### src/deq_pkg.sv
`timescale 1ns / 1ps

package deq_pkg;

  localparam int ACTION_W = 2;
  localparam int CAP_W    = 8;
  localparam int COUNT_W  = 8;
  localparam logic [CAP_W-1:0] CAP_RESET = 8'd255;

  // Cells ORed together in the first, registered level of the tail tree.
  localparam int GROUP = 16;

  typedef enum logic [ACTION_W-1:0] {
    ACT_PUSH_FRONT = 2'd0,
    ACT_PUSH_REAR  = 2'd1,
    ACT_POP_FRONT  = 2'd2,
    ACT_POP_REAR   = 2'd3
  } deq_action_e;

  // Command broadcast to every cell of the row; at most one bit is set.
  typedef struct packed {
    logic push_front;
    logic push_rear;
    logic pop_front;
    logic pop_rear;
    logic flush;
  } deq_cell_cmd_t;

endpackage

### src/deq_cell.sv
`timescale 1ns / 1ps

module deq_cell #(
  parameter int W = 32
) (
  input  logic                   clk_i,
  input  logic                   rst_ni,
  input  deq_pkg::deq_cell_cmd_t cmd_i,
  input  logic [W-1:0]           push_value_i,
  input  logic [W-1:0]           left_data_i,
  input  logic                   left_valid_i,
  input  logic [W-1:0]           right_data_i,
  input  logic                   right_valid_i,
  output logic [W-1:0]           data_o,
  output logic                   valid_o,
  output logic [W-1:0]           tap_o
);

  logic [W-1:0] data_q, data_d;
  logic         valid_q, valid_d;
  logic         is_tail;

  assign is_tail = valid_q & ~right_valid_i;

  always_comb begin
    data_d  = data_q;
    valid_d = valid_q;
    priority if (cmd_i.flush) begin
      valid_d = 1'b0;
    end else if (cmd_i.push_front) begin
      // shift toward the rear, take the neighbor on the front side
      data_d  = left_data_i;
      valid_d = left_valid_i;
    end else if (cmd_i.pop_front) begin
      data_d  = right_data_i;
      valid_d = right_valid_i;
    end else if (cmd_i.push_rear) begin
      if (!valid_q && left_valid_i) begin
        data_d  = push_value_i;
        valid_d = 1'b1;
      end
    end else if (cmd_i.pop_rear) begin
      if (is_tail) begin
        valid_d = 1'b0;
      end
    end
  end

  always_ff @(posedge clk_i or negedge rst_ni) begin
    if (!rst_ni) begin
      valid_q <= 1'b0;
    end else begin
      valid_q <= valid_d;
    end
  end

  always_ff @(posedge clk_i) begin
    data_q <= data_d;
  end

  assign data_o  = data_q;
  assign valid_o = valid_q;
  assign tap_o   = is_tail ? data_q : '0;

endmodule

### config.mk
export PLATFORM = sky130hd
export DESIGN_NAME = deq_cell
export DESIGN_NICKNAME = d
export VERILOG_FILES = /design/src/deq_pkg.sv /design/src/deq_cell.sv
export SDC_FILE = /design/constraint.sdc
export NUM_CORES = 1
export LEC_CHECK = 0
export BUFFER_PORTS_ARGS = -buffer_cell sky130_fd_sc_hd__buf_2
export CAP_MARGIN = 10
export CORE_MARGIN = 1
export CORE_UTILIZATION = 38
export DETAILED_ROUTE_END_ITERATION = 8
export GPL_TIMING_DRIVEN = 0
export HOLD_SLACK_MARGIN = 0.06
export PLACE_DENSITY = 0.8
export SLEW_MARGIN = 20
export SYNTH_ARGS = -nofsm -noshare
export SYNTH_HDL_FRONTEND = slang
export SYNTH_SLANG_ARGS = --single-unit
export TNS_END_PERCENT = 20
### constraint.sdc
create_clock -name clk_i -period 3.64 [get_ports clk_i]
set_input_delay 0.546 -clock clk_i [delete_from_list [all_inputs] [get_ports clk_i]]
set_output_delay 0.546 -clock clk_i [all_outputs]
set_load 0.01 [all_outputs]
# [Word-level counts from Yosys, hierarchy flattened]
# Index checks and enable logic that the tools add are counted.
[word_totals] word_cells=26 inputBits=105 regBits=33 output_inout_bits=65
[op_classes] bitwise_logic=3 n_reduce_logical=8 eq_ne=1 mux=12
[ops] op="32-bit two-way mux" n=5
[ops] op="5-bit nonzero test" n=2
[ops] op="1-bit two-way mux" n=7
[ops] op="3-bit AND reduction" n=2
[ops] op="3-bit nonzero test" n=2
[ops] op="5-bit by 3-bit inequality test with 1-bit output (second input constant)" n=1
[ops] op="1-bit inverter" n=2
[ops] op="1-bit bitwise AND" n=1
[ops] op="1-bit logical AND" n=1
[ops] op="1-bit zero test" n=1

# [Logic depth before layout (Yosys ltp)]
[logic_depth] depth_word=8 mapped_depth=4 mapped_depth_nobuf=3

# [Worst setup path before layout]
# Ideal clock, no wire load.
[synth_timing] path_type="input-to-reg" start="input port cmd_i[2] in the netlist's numbering" end="register data_q[0], in the netlist data_o[0] (enable)" arrival_time_ns=2.448 path_buffers=2 cell_stages=4 setup_ns=0.432 required_ns=3.208 path_slack_ns=0.760 path_cell_list="buf_6 > buf_12 > nor2_1 > a21oi_1"
[synth_between] elab_chain_len=2 word_cells_on_any_way=3 cone_classes="3 x reduce/logical"
[synth_lines] item="start: declaration" line_no="deq_cell.sv:8" rtl="input deq_pkg::deq_cell_cmd_t cmd_i,"
[synth_lines] item="3-bit nonzero test (no line)"
[synth_lines] item="3-bit AND reduction (no line) (*)"
[synth_lines] item="end signal: assignment" line_no="deq_cell.sv:58" rtl="data_q <= data_d;"
[synth_lines] item="end: declaration" line_no="deq_cell.sv:19" rtl="logic [W-1:0] data_q, data_d;"
# Every way passes the cells marked *; elsewhere a longest branch is shown, timed or not.
# A chain may end at the register's enable or synchronous reset.

# [Worst setup path in the final report]
[layout_timing] start="input port right_valid_i" end="output port tap_o[21]"
[layout_between] elab_chain_len=3
[layout_lines] item="start: declaration" line_no="deq_cell.sv:13" rtl="input logic right_valid_i,"
[layout_lines] item="1-bit inverter" line_no="deq_cell.sv:23" rtl="assign is_tail = valid_q & ~right_valid_i;"
[layout_lines] item="1-bit bitwise AND" line_no="deq_cell.sv:23"
[layout_lines] item="32-bit two-way mux" line_no="deq_cell.sv:63" rtl="assign tap_o = is_tail ? data_q : '0;"
[layout_lines] item="end: declaration" line_no="deq_cell.sv:16" rtl="output logic [W-1:0] tap_o"
# Every way passes these cells.

==> results.md <==
* Number of buffers created by CTS at 5
* Post-Synth Simple-Gate Area at 0.172
* Port-buffer cells at 168
* Clock transition at the registers of the reported paths at 0.06 ns
* Data required, critical path at 3.09 ns
* Maximum number of pins on one net before global-route repair at 20
* Dominant combinational cell family by area after synthesis: simple AND/OR/NAND/NOR gates
* Clock Power Share at 0.265
* Clock period minus final worst setup slack at 1.96 ns
* Routed length per placed instance at 12.8 microns
* Root buffer cell: sky130_fd_sc_hd__clkbuf_8
* Area of the die at 0.00548 sq mm
* Skew final at 0.00449 ns
* Wire length after detailed routing at 5500 microns
* Fraction of the mapped netlist area in adder cells at 0
* Count of max-cap constraint violations at 0
* Share of the yosys chip area belonging to registers at 0.500
* Post-Syn Instances at 185
* Die Wd at 74.0 microns
* Per-cell via count in the routed design at 4.64
* Synth Register Bits at 33
* Number of I/O pins at 170
* Remaining antenna violation count at 0
* Setup slack of the most critical reg-to-reg path at 2.01 ns
* Post-route non-filler standard cell count at 429
* Power spent charging and discharging nets at 0.240 mW
* Via count of the first global-routing pass at 1782
* Standard-cell rows at 25
* DR iter-0 viols at 73
* Hold Path Depth at 2
* Core Region at 0.00485 sq mm
* Routability Congestion at 0.754
* Power density relative to cell area at 310 mW/mm^2
* Wire length of the first global-routing pass at 8170 microns
* Nets at 467
* Critical path launch point type: input port
* End of the worst register-to-register path: data_o[1]$_DFFE_PP_
* Clk sink count at 33
* Area of combinational cells with multiple inputs at 867 sq um
* Initial core utilization at 0.406
* Warning count from the yosys run at 0
* Register cell area after layout at 986 sq um
* Min-Delay Endpoint: valid_o$_DFFE_PN0P_
* Number of H-tree levels at 2
* Hold Vio Cnt, Final at 0
* Count of unresolved DRC violations after routing at 0
* DR vias at 1992
* Final HPWL DP at 4430 microns
* Number of antenna violations at the first check in global routing at 0
* Worst reg-to-reg path cell count at 3
* Worst hold path class: in -> reg
* Filler cell count in the final layout at 412
* Final setup TNS at 0 ns
* Antenna fix cells at 0
* DP Cell Count at 421
* Max Freq at 511 MHz
* Layout-stage area growth over the synthesis result at 53.3%
* Net count of the mapped netlist at 290
* Clock tree from TritonCTS: built
* Clock insertion delay at the later pin of the skew report at 0.27 ns
* Unique masters post-synth at 18
* Peak supply drop at 0.180 mV
* Y dimension of the die at 74.0 microns
* Setup repair after global routing missed its margin: false
* Category of the critical setup timing path: in -> out
* Startpoint of the most critical register-to-register path: valid_o$_DFFE_PN0P_
* Fraction of synthesized area in multiplexers at 0.163
* Setup Buffers After CTS at 0
* Power Internal at 0.698 mW
* Capturing element type of the critical path: output port
* Part of the power in combinational logic at 0.240
* Iteration count of the initial detailed-routing pass at 4
* Result of the run: complete, no violations
* Hold WS at 0.514 ns
* Leakage component of the power at 1.59 nW
* Beginning of the worst hold path: right_valid_i
* Slew at the pin closest to its max-slew limit at 0.552 ns
* Number of failing setup endpoints in the final timing report at 0
* Share of post-route cells with drive strength above 1 at 0.517
* Xor and xnor area share after synthesis at 0
* Final worst-path cycle share at 0.538
* Pins over their slew limit at 0
* Share of the synthesized area in compound gates (AO/OA/AOI/OAI) at 0.0997
* Part of the power in registers at 0.495
* Post-Synthesis Mean Instance Area at 10.7 sq um
* Relative slew margins at 0.631
* Aggregate global-route resource usage at 0.201
* Endpoint arrival time on the critical path at 1.41 ns
* Switching part of the total at 0.256
* Cell area after technology mapping at 0.00197 sq mm
* Largest fanout of any net on the critical path at 10
* Fraction of the core area covered by cells at the end of the flow at 0.623
* Longest Clk Path Bufs at 2
* Remaining global-route overflow at 0
[how the worst max path moves through the flow]
stage / from / endpoint / slack, ns
2_1_floorplan: cmd_i[2] / data_o[0]$_DFFE_PP_ / 0.76
5_1_grt: right_valid_i / tap_o[22] / 1.60
4_1_cts: right_valid_i / tap_o[21] / 1.66
3_3_place_gp: cmd_i[2] / data_o[2]$_DFFE_PP_ / 0.1
6_report: right_valid_i / tap_o[21] / 1.68
3_5_place_dp: right_valid_i / tap_o[21] / 1.66
[synth_stat cells, drive strengths merged]
cell type	count	share of area
o21ai	33	0.084
and2	32	0.10
edfxtp	32	0.49
mux2i	32	0.16
nand2	32	0.061
buf	12	0.060
a21oi	3	0.0076
clkbuf	2	0.0038
and2b	1	0.0038
dfrtp	1	0.013
inv	1	0.0019
nand3b	1	0.0038
nor2	1	0.0019
o21bai	1	0.0038
o31a	1	0.0044
[state kept, by name, indices dropped and copies added (netlist names)]
name,count
valid_o,1
data_o,32
[power groups by stage]
stage / sequential [mW] / clock [mW] / combinational, mW
6_report: 0.464 / 0.248 / 0.225
5_1_grt: 0.467 / 0.276 / 0.249
4_1_cts: 0.465 / 0.254 / 0.228
3_5_place_dp: 0.472 / 0 / 0.227
3_3_place_gp: 0.473 / 0 / 0.215
2_1_floorplan: 0.486 / 0 / 0.0969
[layout by cell type (no fill, tap or decap), types with 2 or more instances in the layout]
cell type	netlist	final
sky130_fd_sc_hd__clkbuf_1	2	3
sky130_fd_sc_hd__nand2_1	32	32
sky130_fd_sc_hd__clkbuf_8	0	5
sky130_fd_sc_hd__o21ai_1	32	32
sky130_fd_sc_hd__buf_6	2	2
sky130_fd_sc_hd__buf_12	3	3
sky130_fd_sc_hd__mux2i_1	32	32
sky130_fd_sc_hd__edfxtp_1	32	32
sky130_fd_sc_hd__buf_2	7	175
sky130_fd_sc_hd__and2_1	32	32
sky130_fd_sc_hd__a21oi_1	3	2
[per-layer routing]
metal	vias up	wire (microns)	GRT usage
met5	-	0	0
met1	901	2090	0.205
met3	2	349	0.0474
met2	91	3040	0.401
met4	0	19	0.0534
li1	998	-	-
[layout make-up]
class                      count  share of cell area
timing repair buffer         170               0.291
tap                           67              0.0278
inverter                       1             0.00124
clock buffer                   6              0.0240
clock inverter                 1             0.00124
buffer                        14              0.0414
sequential                    33               0.326
multi-input combinational    137               0.287
[kinds of logic after synthesis]
kind of cell	Yosys count
AO/OA/AOI/OAI	38
AND/OR/NAND/NOR	67
multiplexers	32
flip-flops	33
buffers and inverters	15
[repair_timing]
item / in CTS / in global routing
endpoints found under the hold margin: 1 / 0
gates resized for setup: 0 / 0
hold buffers: 1 / 0
[worst max-delay path: stages]
cell                      delay [ns]
sky130_fd_sc_hd__buf_2          0.10
sky130_fd_sc_hd__and2b_1        0.25
sky130_fd_sc_hd__buf_2          0.24
sky130_fd_sc_hd__and2_1         0.15
sky130_fd_sc_hd__buf_2          0.12
[metrics by stage]
| stage | cell area (sq um) | power [mW] | worst slack (ns) |
|---|---|---|---|
| after CTS | 3020 | 0.947 | 1.66 |
| after global routing | 3020 | 0.992 | 1.60 |
| after floorplan | 1970 | 0.583 | 0.760 |
| after detailed placement | 2930 | 0.700 | 1.66 |
| final | 3020 | 0.938 | 1.68 |
| after global placement | 2900 | 0.688 | 0.0987 |
(Power assumes the default switching activity.)
